==> src/sv/bce_pkg.sv <==
// ----------------------------------------------------------------------------
// Bezier evaluator package
// Shared widths, operation codes and sequencer state encodings.
// ----------------------------------------------------------------------------
package bce_pkg;

  localparam int CoordW  = 32;
  localparam int DiffMax = 3;
  localparam int WorkW   = CoordW + DiffMax;
  localparam int OutW    = 48;
  localparam int PcW     = 5;
  localparam int IdxW    = 4;
  localparam int ParamW  = 17;
  localparam int OrdW    = 2;

  localparam logic signed [63:0] OutMax = 64'sh0000_7FFF_FFFF_FFFF;
  localparam logic signed [63:0] OutMin = -64'sh0000_8000_0000_0000;

  typedef enum logic [3:0] {
    OP_COPY  = 4'b0001,
    OP_DIFF  = 4'b0010,
    OP_LERP  = 4'b0100,
    OP_SCALE = 4'b1000
  } alu_op_t;

  typedef enum logic [4:0] {
    S_IDLE = 5'b00001,
    S_RUN  = 5'b00010,
    S_RD0  = 5'b00100,
    S_MUL  = 5'b01000,
    S_OUT  = 5'b10000
  } state_t;

  typedef enum logic [1:0] {
    PASS_COPY = 2'd0,
    PASS_DIFF = 2'd1,
    PASS_LERP = 2'd2
  } pass_t;

  typedef enum logic [1:0] {
    AXIS_X = 2'd0,
    AXIS_Y = 2'd1,
    AXIS_Z = 2'd2
  } axis_t;

  typedef struct packed {
    alu_op_t op;
  } alu_ctl_t;

endpackage

==> src/sv/bce_alu.sv <==
// ----------------------------------------------------------------------------
// Bezier evaluator arithmetic unit
// Shared subtract / multiply / round unit: copy, difference, linear step, scaling with saturation.
// ----------------------------------------------------------------------------
module bce_alu #(
  parameter int FRAC_BITS = 16,
  parameter int SCALE_W   = 15
) (
  input  bce_pkg::alu_ctl_t                    ctl,
  input  logic signed [bce_pkg::WorkW-1:0]     a,
  input  logic signed [bce_pkg::WorkW-1:0]     b,
  input  logic        [FRAC_BITS:0]            t,
  input  logic        [SCALE_W-1:0]            scale,
  output logic signed [bce_pkg::WorkW-1:0]     res_w,
  output logic signed [bce_pkg::OutW-1:0]      res_o
);
  import bce_pkg::*;

  localparam int TW  = FRAC_BITS + 1;
  localparam int MBW = ((TW > SCALE_W) ? TW : SCALE_W) + 1;
  localparam int MAW = WorkW + 1;
  localparam int PW  = MAW + MBW;
  localparam logic signed [PW-1:0] Half = PW'(1) <<< (FRAC_BITS - 1);

  logic signed [MAW-1:0] diff;
  logic signed [MAW-1:0] ma;
  logic signed [MBW-1:0] mb;
  logic signed [PW-1:0]  prod;
  logic signed [PW-1:0]  rnd;
  logic signed [63:0]    pw;

  assign diff = MAW'(b) - MAW'(a);
  assign ma   = (ctl.op == OP_SCALE) ? MAW'(a) : diff;
  assign mb   = (ctl.op == OP_SCALE) ? signed'(MBW'(scale)) : signed'(MBW'(t));
  assign prod = ma * mb;
  // round half up, then floor via arithmetic shift
  assign rnd  = prod + Half;
  assign pw   = 64'(prod);

  always_comb begin
    unique case (ctl.op)
      OP_COPY:  res_w = b;
      OP_DIFF:  res_w = WorkW'(diff);
      OP_LERP:  res_w = a + WorkW'(rnd >>> FRAC_BITS);
      OP_SCALE: res_w = a;
      default:  res_w = b;
    endcase
  end

  always_comb begin
    if (pw > OutMax) begin
      res_o = OutW'(OutMax);
    end else if (pw < OutMin) begin
      res_o = OutW'(OutMin);
    end else begin
      res_o = OutW'(pw);
    end
  end

endmodule

==> src/sv/bezier_curve_evaluator_top.sv <==
// ----------------------------------------------------------------------------
// Bezier curve evaluator
// Load control points, then evaluate the curve or a derivative at t.
// ----------------------------------------------------------------------------
// A load request writes its point into the point store when accepted. An
// evaluate request runs each axis in turn through one shared
// subtract-multiply-round unit: a copy pass over the n points, d difference
// passes, then de Casteljau passes of shrinking length, one element a cycle.
// Each pass ends with a drain of the last read and a turnaround, and each axis
// ends with a read state and a state for the final scale and saturate. The
// work memory's single read port sets the pace. The input is not ready while
// a request is in work or its result waits to be taken.
module bezier_curve_evaluator_top #(
  parameter int MAX_POINTS = 16,
  parameter int FRAC_BITS  = 16
) (
  input  logic                                 clk,
  input  logic                                 rst,
  input  logic                                 cfg_valid,
  output logic                                 cfg_ready,
  input  logic        [bce_pkg::PcW-1:0]       cfg_data,
  input  logic                                 in_valid,
  output logic                                 in_ready,
  input  logic                                 kind,
  input  logic        [bce_pkg::IdxW-1:0]      point_index,
  input  logic signed [bce_pkg::CoordW-1:0]    point_x,
  input  logic signed [bce_pkg::CoordW-1:0]    point_y,
  input  logic signed [bce_pkg::CoordW-1:0]    point_z,
  input  logic        [bce_pkg::ParamW-1:0]    param_t,
  input  logic        [bce_pkg::OrdW-1:0]      derivative_order,
  output logic                                 out_valid,
  input  logic                                 out_ready,
  output logic signed [bce_pkg::OutW-1:0]      out_x,
  output logic signed [bce_pkg::OutW-1:0]      out_y,
  output logic signed [bce_pkg::OutW-1:0]      out_z,
  output logic                                 valid_res
);
  import bce_pkg::*;

  localparam int AW  = $clog2(MAX_POINTS);
  localparam int NW  = $clog2(MAX_POINTS + 1);
  localparam int SCW = 3 * NW;
  localparam int TW  = FRAC_BITS + 1;
  localparam logic [TW-1:0] TOne = TW'(2 ** FRAC_BITS);

  // control points and work memory
  logic signed [CoordW-1:0] stx [MAX_POINTS];
  logic signed [CoordW-1:0] sty [MAX_POINTS];
  logic signed [CoordW-1:0] stz [MAX_POINTS];
  logic signed [WorkW-1:0]  wk  [MAX_POINTS];
  logic signed [CoordW-1:0] stx_q, sty_q, stz_q;
  logic signed [WorkW-1:0]  wk_q;

  state_t              state;
  pass_t               pass;
  axis_t               axis;
  logic [PcW-1:0]      pc;
  logic [NW-1:0]       n_r;
  logic [OrdW-1:0]     d_r;
  logic [OrdW-1:0]     dleft;
  logic [TW-1:0]       t_r;
  logic [NW-1:0]       len;
  logic [NW-1:0]       idx;
  logic                rd_vld;
  logic [AW-1:0]       rd_idx;
  logic signed [WorkW-1:0] prev;
  logic [SCW-1:0]      scale;
  logic signed [OutW-1:0] res_x, res_y, res_z;
  logic                vres;

  logic                acc_in, acc_load, acc_eval;
  logic [NW-1:0]       n_c;
  logic [TW-1:0]       t_c;
  logic                issue, pass_done;
  logic [NW-1:0]       cnt;
  logic [AW-1:0]       rd_addr;
  logic signed [CoordW-1:0] st_sel;
  logic signed [WorkW-1:0]  cur;
  logic                wk_we;
  logic [AW-1:0]       wk_waddr;
  alu_ctl_t            alu_ctl;
  logic signed [WorkW-1:0] alu_w;
  logic signed [OutW-1:0]  alu_o;

  assign cfg_ready = 1'b1;
  assign in_ready  = (state == S_IDLE);
  assign out_valid = (state == S_OUT);
  assign out_x     = res_x;
  assign out_y     = res_y;
  assign out_z     = res_z;
  assign valid_res = vres;

  assign acc_in   = in_valid && in_ready;
  assign acc_load = acc_in && !kind;
  assign acc_eval = acc_in && kind;

  always_comb begin
    if (pc == '0) begin
      n_c = NW'(1);
    end else if (int'(pc) > MAX_POINTS) begin
      n_c = NW'(MAX_POINTS);
    end else begin
      n_c = NW'(pc);
    end
    if (int'(param_t) > 2 ** FRAC_BITS) begin
      t_c = TOne;
    end else begin
      t_c = TW'(param_t);
    end
  end

  assign issue     = (state == S_RUN) && (idx < len);
  assign pass_done = (state == S_RUN) && (idx == len) && !rd_vld;
  assign cnt       = (pass == PASS_COPY) ? n_r : len - NW'(1);
  assign rd_addr   = (state == S_RUN) ? idx[AW-1:0] : '0;

  always_comb begin
    unique case (axis)
      AXIS_X:  st_sel = stx_q;
      AXIS_Y:  st_sel = sty_q;
      AXIS_Z:  st_sel = stz_q;
      default: st_sel = stx_q;
    endcase
  end

  assign cur = (pass == PASS_COPY) ? WorkW'(st_sel) : wk_q;

  always_comb begin
    if (state == S_MUL) begin
      alu_ctl.op = OP_SCALE;
    end else begin
      unique case (pass)
        PASS_COPY: alu_ctl.op = OP_COPY;
        PASS_DIFF: alu_ctl.op = OP_DIFF;
        PASS_LERP: alu_ctl.op = OP_LERP;
        default:   alu_ctl.op = OP_COPY;
      endcase
    end
  end

  assign wk_we    = rd_vld && ((pass == PASS_COPY) || (rd_idx != '0));
  assign wk_waddr = (pass == PASS_COPY) ? rd_idx : rd_idx - AW'(1);

  bce_alu #(
    .FRAC_BITS (FRAC_BITS),
    .SCALE_W   (SCW)
  ) u_alu (
    .ctl   (alu_ctl),
    .a     ((state == S_MUL) ? wk_q : prev),
    .b     (cur),
    .t     (t_r),
    .scale (scale),
    .res_w (alu_w),
    .res_o (alu_o)
  );

  always_ff @(posedge clk) begin
    if (acc_load && (int'(point_index) < MAX_POINTS)) begin
      stx[AW'(point_index)] <= point_x;
      sty[AW'(point_index)] <= point_y;
      stz[AW'(point_index)] <= point_z;
    end
    stx_q <= stx[rd_addr];
    sty_q <= sty[rd_addr];
    stz_q <= stz[rd_addr];
  end

  always_ff @(posedge clk) begin
    if (wk_we) begin
      wk[wk_waddr] <= alu_w;
    end
    wk_q <= wk[rd_addr];
  end

  always_ff @(posedge clk) begin
    if (rd_vld) begin
      prev <= cur;
    end
    if (state == S_MUL) begin
      unique case (axis)
        AXIS_X:  res_x <= alu_o;
        AXIS_Y:  res_y <= alu_o;
        AXIS_Z:  res_z <= alu_o;
        default: res_x <= alu_o;
      endcase
    end else if (acc_eval && (int'(n_c) <= int'(derivative_order))) begin
      res_x <= '0;
      res_y <= '0;
      res_z <= '0;
    end
    if (acc_eval) begin
      n_r <= n_c;
      d_r <= derivative_order;
      t_r <= t_c;
    end
    rd_idx <= idx[AW-1:0];
  end

  always_ff @(posedge clk) begin
    if (rst) begin
      state  <= S_IDLE;
      pc     <= PcW'(4);
      pass   <= PASS_COPY;
      axis   <= AXIS_X;
      dleft  <= '0;
      len    <= '0;
      idx    <= '0;
      rd_vld <= 1'b0;
      scale  <= '0;
      vres   <= 1'b0;
    end else begin
      if (cfg_valid && cfg_ready) begin
        pc <= cfg_data;
      end
      rd_vld <= issue;
      if (issue) begin
        idx <= idx + NW'(1);
      end
      unique case (state)
        S_IDLE: begin
          if (acc_eval) begin
            if (int'(n_c) <= int'(derivative_order)) begin
              vres  <= 1'b0;
              state <= S_OUT;
            end else begin
              vres  <= 1'b1;
              axis  <= AXIS_X;
              pass  <= PASS_COPY;
              len   <= n_c;
              idx   <= '0;
              dleft <= derivative_order;
              scale <= SCW'(1);
              state <= S_RUN;
            end
          end
        end
        S_RUN: begin
          if (pass_done) begin
            idx <= '0;
            if (pass == PASS_DIFF) begin
              scale <= SCW'(scale * cnt);
            end
            // pick the next pass from what is left
            if ((pass != PASS_LERP) && (dleft != '0)) begin
              pass  <= PASS_DIFF;
              len   <= cnt;
              dleft <= dleft - OrdW'(1);
            end else if (cnt >= NW'(2)) begin
              pass <= PASS_LERP;
              len  <= cnt;
            end else begin
              state <= S_RD0;
            end
          end
        end
        S_RD0: begin
          state <= S_MUL;
        end
        S_MUL: begin
          if (axis == AXIS_Z) begin
            state <= S_OUT;
          end else begin
            axis  <= axis_t'(axis + 2'd1);
            pass  <= PASS_COPY;
            len   <= n_r;
            idx   <= '0;
            dleft <= d_r;
            scale <= SCW'(1);
            state <= S_RUN;
          end
        end
        S_OUT: begin
          if (out_ready) begin
            state <= S_IDLE;
          end
        end
        default: state <= S_IDLE;
      endcase
    end
  end

  a_busy_out: assert property (@(posedge clk) disable iff (rst)
    out_valid |-> !in_ready)
    else $error("input ready while result pending");

  a_eval_busy: assert property (@(posedge clk) disable iff (rst)
    (in_valid && in_ready && kind) |=> !in_ready)
    else $error("evaluate request did not start work");

  a_rd_bound: assert property (@(posedge clk) disable iff (rst)
    rd_vld |-> (int'(rd_idx) < int'(len)))
    else $error("read beyond pass length");

  a_axis: assert property (@(posedge clk) disable iff (rst)
    (state == S_RUN) |-> (axis != 2'd3))
    else $error("axis counter out of range");

endmodule

==> config.mk <==
export PLATFORM = sky130hd
export DESIGN_NAME = bezier_curve_evaluator_top
export DESIGN_NICKNAME = d
export VERILOG_FILES = /design/src/sv/bce_pkg.sv /design/src/sv/bce_alu.sv /design/src/sv/bezier_curve_evaluator_top.sv
export SDC_FILE = /design/constraint.sdc
export NUM_CORES = 2
export LEC_CHECK = 0
export BUFFER_PORTS_ARGS = -buffer_cell sky130_fd_sc_hd__clkbuf_2
export CAP_MARGIN = 10
export CORE_ASPECT_RATIO = 1.2
export CORE_MARGIN = 5
export CORE_UTILIZATION = 43
export DETAILED_ROUTE_END_ITERATION = 8
export PLACE_DENSITY = 0.58
export SLEW_MARGIN = 30
export SYNTH_ARGS = -nofsm -noshare
export SYNTH_HDL_FRONTEND = slang
export SYNTH_SLANG_ARGS = --single-unit
==> constraint.sdc <==
create_clock -name clk -period 40.9 [get_ports clk]
set_input_delay 2.045 -clock clk [delete_from_list [all_inputs] [get_ports clk]]
set_output_delay 2.045 -clock clk [all_outputs]
set_load 0.1 [all_outputs]
==> impl_metrics.yaml <==
status:
  status: "complete, no violations"
place:
  dp_hpwl_mm: 244.0
  gp_congestion: 0.9628
  pre_cts_ws_ns: 24.37
  portBuffers: 276
  place_area_um2: 127500
synthesis:
  synth_edf_count: 2299
  post_synth.cell_area_avg_um2: 14.93
  syn_nets: 9072
  ys_seq_elements: 2477
  seq_area_frac_synth_pct: 60.05
  ys.flop_type: "edfxtp_1"
  async_flop_share_pct: 0
  synth.distinct_cells: 88
  syn-cell-area_um2: 120900
  synth_cells: 8096
  yosysWarnings: 0
clock_network:
  cts_buffer_depth: 4
  cts_made_buffers: 246
  holdBufCountCts: 0
  clock-sinks: 2477
  cts_tree: "done"
  post_cts_buffers: 0
  cts-resized-gates: 0
  cts_root_buffer: "clkbuf_16"
  path_clk_slew_ns: 0.07
  cts-htree-levels: 4
  clkLatencyLatePin_ns: 0.92
floorplanning:
  die_w_um: 494.0
  std_cell_rows: 213
  start_util_pct: 43.12
  core_um2: 280400
  io_pins: 278
  design.die.area_um2: 291900
  die_y_um: 590.8
worst_setup_path:
  required_ns: 41.50
  critPathArrivalTime_ns: 17.42
  r2r_setup_slack_ns: 24.09
  crit_fanout: 43
  crit_top_cell: "fa_1"
  end_kind: "flip-flop"
  rr_endpoint: "wk[14][34]$_DFFE_PP_"
  start_kind: "flip-flop"
  r2r_cells: 52
  regToRegStartpoint: "state[1]$_SDFFE_PP0P_"
  critical_path_class: "flip-flop to flip-flop"
  cpPeakStageDelay_ns: 0.79
  slowest_stage: "a211oi_1"
timing:
  hold_viol: 0
  skew_ns: 0.09757
  layout_setup_ws_ns: 24.09
  fmax_ghz: 0.05947
  fin_crit_ns: 16.81
  rsz0062_at_grt: "false"
  hold_slack_ns: 0.4972
  tns_ns: 0
  final_max_slew_viol_count: 0
  relSlewSlack_pct: 28.16
  finalSetupViolCount: 0
  fin_crit_sh_pct: 41.11
  tightest_slew_ns: 1.070
hold_path:
  min_path_cells: 2
  min_to: "valid_res$_SDFFE_PP0P_"
  worstHoldStart: "valid_res$_SDFFE_PP0P_"
  hold_path_class: "flip-flop to flip-flop"
detailed_routing:
  drt-pass1-iter-count: 6
  drtIter0Drc: 6356
  drc: 0
  via_count: 71330
  routed_wl_mm: 366.1
  vias_per_cell: 5.759
  wire_per_inst_um: 29.56
  ant_nets: 0
finish:
  nFillCells: 24150
  drive_above_1_share_pct: 17.72
  seqCellArea_um2: 72610
  area_growth_pct: 12.10
  nNetsFinal: 9380
  multi_input_area_um2: 44180
  fin_area_um2: 135500
global_routing:
  grt_pass1_vias: 74320
  overflow: 0
  antenna_found_initial: 45
  track_usage_pct: 24.83
  grt_start_max_net_pins: 79
  grt_pass1_wl_mm: 528.1
job:
  drv_cap: 0
[cell type report]
| type | count | area share, % |
|---|---|---|
| repair buffers | 482 | 2.228 |
| clock buffers | 349 | 5.088 |
| inverters | 814 | 2.255 |
| well taps | 3762 | 3.473 |
| clock inverters | 106 | 0.7460 |
| flip-flops and latches | 2477 | 53.58 |
| multi-input cells | 4383 | 32.61 |
| diodes | 12 | 0.02216 |
[worst max-delay path by stage]
stage | start | endpoint | slack, ns
5_1_grt | state[1]$_SDFFE_PP0P_ | wk[10][34]$_DFFE_PP_ | 23.62
3_3_place_gp | state[1]$_SDFFE_PP0P_ | wk[10][34]$_DFFE_PP_ | 24.14
2_1_floorplan | state[1]$_SDFFE_PP0P_ | wk[0][32]$_DFFE_PP_ | 27.33
6_report | state[1]$_SDFFE_PP0P_ | wk[14][34]$_DFFE_PP_ | 24.09
3_5_place_dp | state[1]$_SDFFE_PP0P_ | wk[10][34]$_DFFE_PP_ | 24.37
4_1_cts | state[1]$_SDFFE_PP0P_ | wk[14][34]$_DFFE_PP_ | 24.28
[flip-flops by register name, indices dropped and copies added (netlist names), 35 cells and up]
| name | cells |
|---|---|
| wk | 560 |
| stx | 512 |
| sty | 512 |
| stz | 512 |
| out_x | 48 |
| out_y | 48 |
| out_z | 48 |
| prev | 35 |
| wk_q | 35 |
[stage by stage]
step	util, %	std cells
finish	48.34	12390
global route	48.33	12380
CTS	48.31	12370
detailed placement	45.49	11920
global placement	45.39	11910
floorplan	-	8096
[logic make-up (layout without fill, tap and decap cells)]
| group | count (synthesis) | in the layout | synth area share, % |
|---|---|---|---|
| flops | 2477 | 2477 | 60.05 |
| simple gates | 1776 | 1776 | 6.499 |
| buf+inv | 1236 | 1751 | 3.870 |
| compound gates | 1020 | 1020 | 5.598 |
| fa+ha+maj | 846 | 846 | 12.58 |
| mux | 571 | 571 | 10.18 |
| xor+xnor | 169 | 169 | 1.224 |
| other cells | 1 | 13 | 0.003102 |
[layer usage]
layer	up-vias	global-route usage [%]	wire, µm
met3	704	3.721	22540
met5	-	0	229
met4	38	9.343	16200
met1	37740	31.46	141600
met2	2621	43.33	185600
li1	30230	-	-
[cell usage after synthesis, drive strengths merged, types with 32 or more instances]
cell    instances  area share [%]
nand3          42            0.18
a21oi         186            0.78
inv           814             2.5
dfxtp         178             2.9
ha            231             2.4
mux2           35            0.33
a211oi        149            0.93
a31oi         144            0.75
clkbuf        323             1.0
a21o           91            0.57
fa            615              10
nor2b          39            0.20
and3          158            0.82
o21a           32            0.20
nor2          438             1.4
and2           88            0.46
edfxtp       2299              57
a22oi          69            0.43
nor3           44            0.19
o21ai         181            0.75
xnor2         108            0.78
buf            99            0.34
mux4          523             9.7
xor2           61            0.44
nand2         857             2.7
[worst max-delay path: cells and delay by family, from the launching register on]
| family | cells | cell delay (ns) |
|---|---|---|
| and+or+nand+nor | 16 | 4.49 |
| buffers and inverters | 5 | 0.91 |
| xor gates and xnor gates | 2 | 0.61 |
| DFF | 1 | 0.37 |
| AOI/OAI and AO/OA | 18 | 5.21 |
| adders and majority gates | 10 | 4.69 |
| muxes | 1 | 0.13 |
[layout by cell type (no fill, tap or decap), drive strengths merged, types with 39 or more instances in the layout]
| cell type | n |
|---|---|
| xnor2 | 108 |
| a21oi | 186 |
| inv | 821 |
| clkinv | 76 |
| dfxtp | 178 |
| nor2b | 39 |
| buf | 206 |
| nor2 | 438 |
| a22oi | 69 |
| and2 | 88 |
| nor3 | 44 |
| xor2 | 61 |
| and3 | 158 |
| edfxtp | 2299 |
| mux4 | 523 |
| a211oi | 149 |
| fa | 615 |
| a31oi | 144 |
| a21o | 91 |
| ha | 231 |
| nand2 | 857 |
| nand3 | 42 |
| clkbuf | 625 |
| o21ai | 181 |
Power is left out: the tool's default activity adds up to more than one toggle a clock period on the data nets, which glitch-free logic cannot reach.
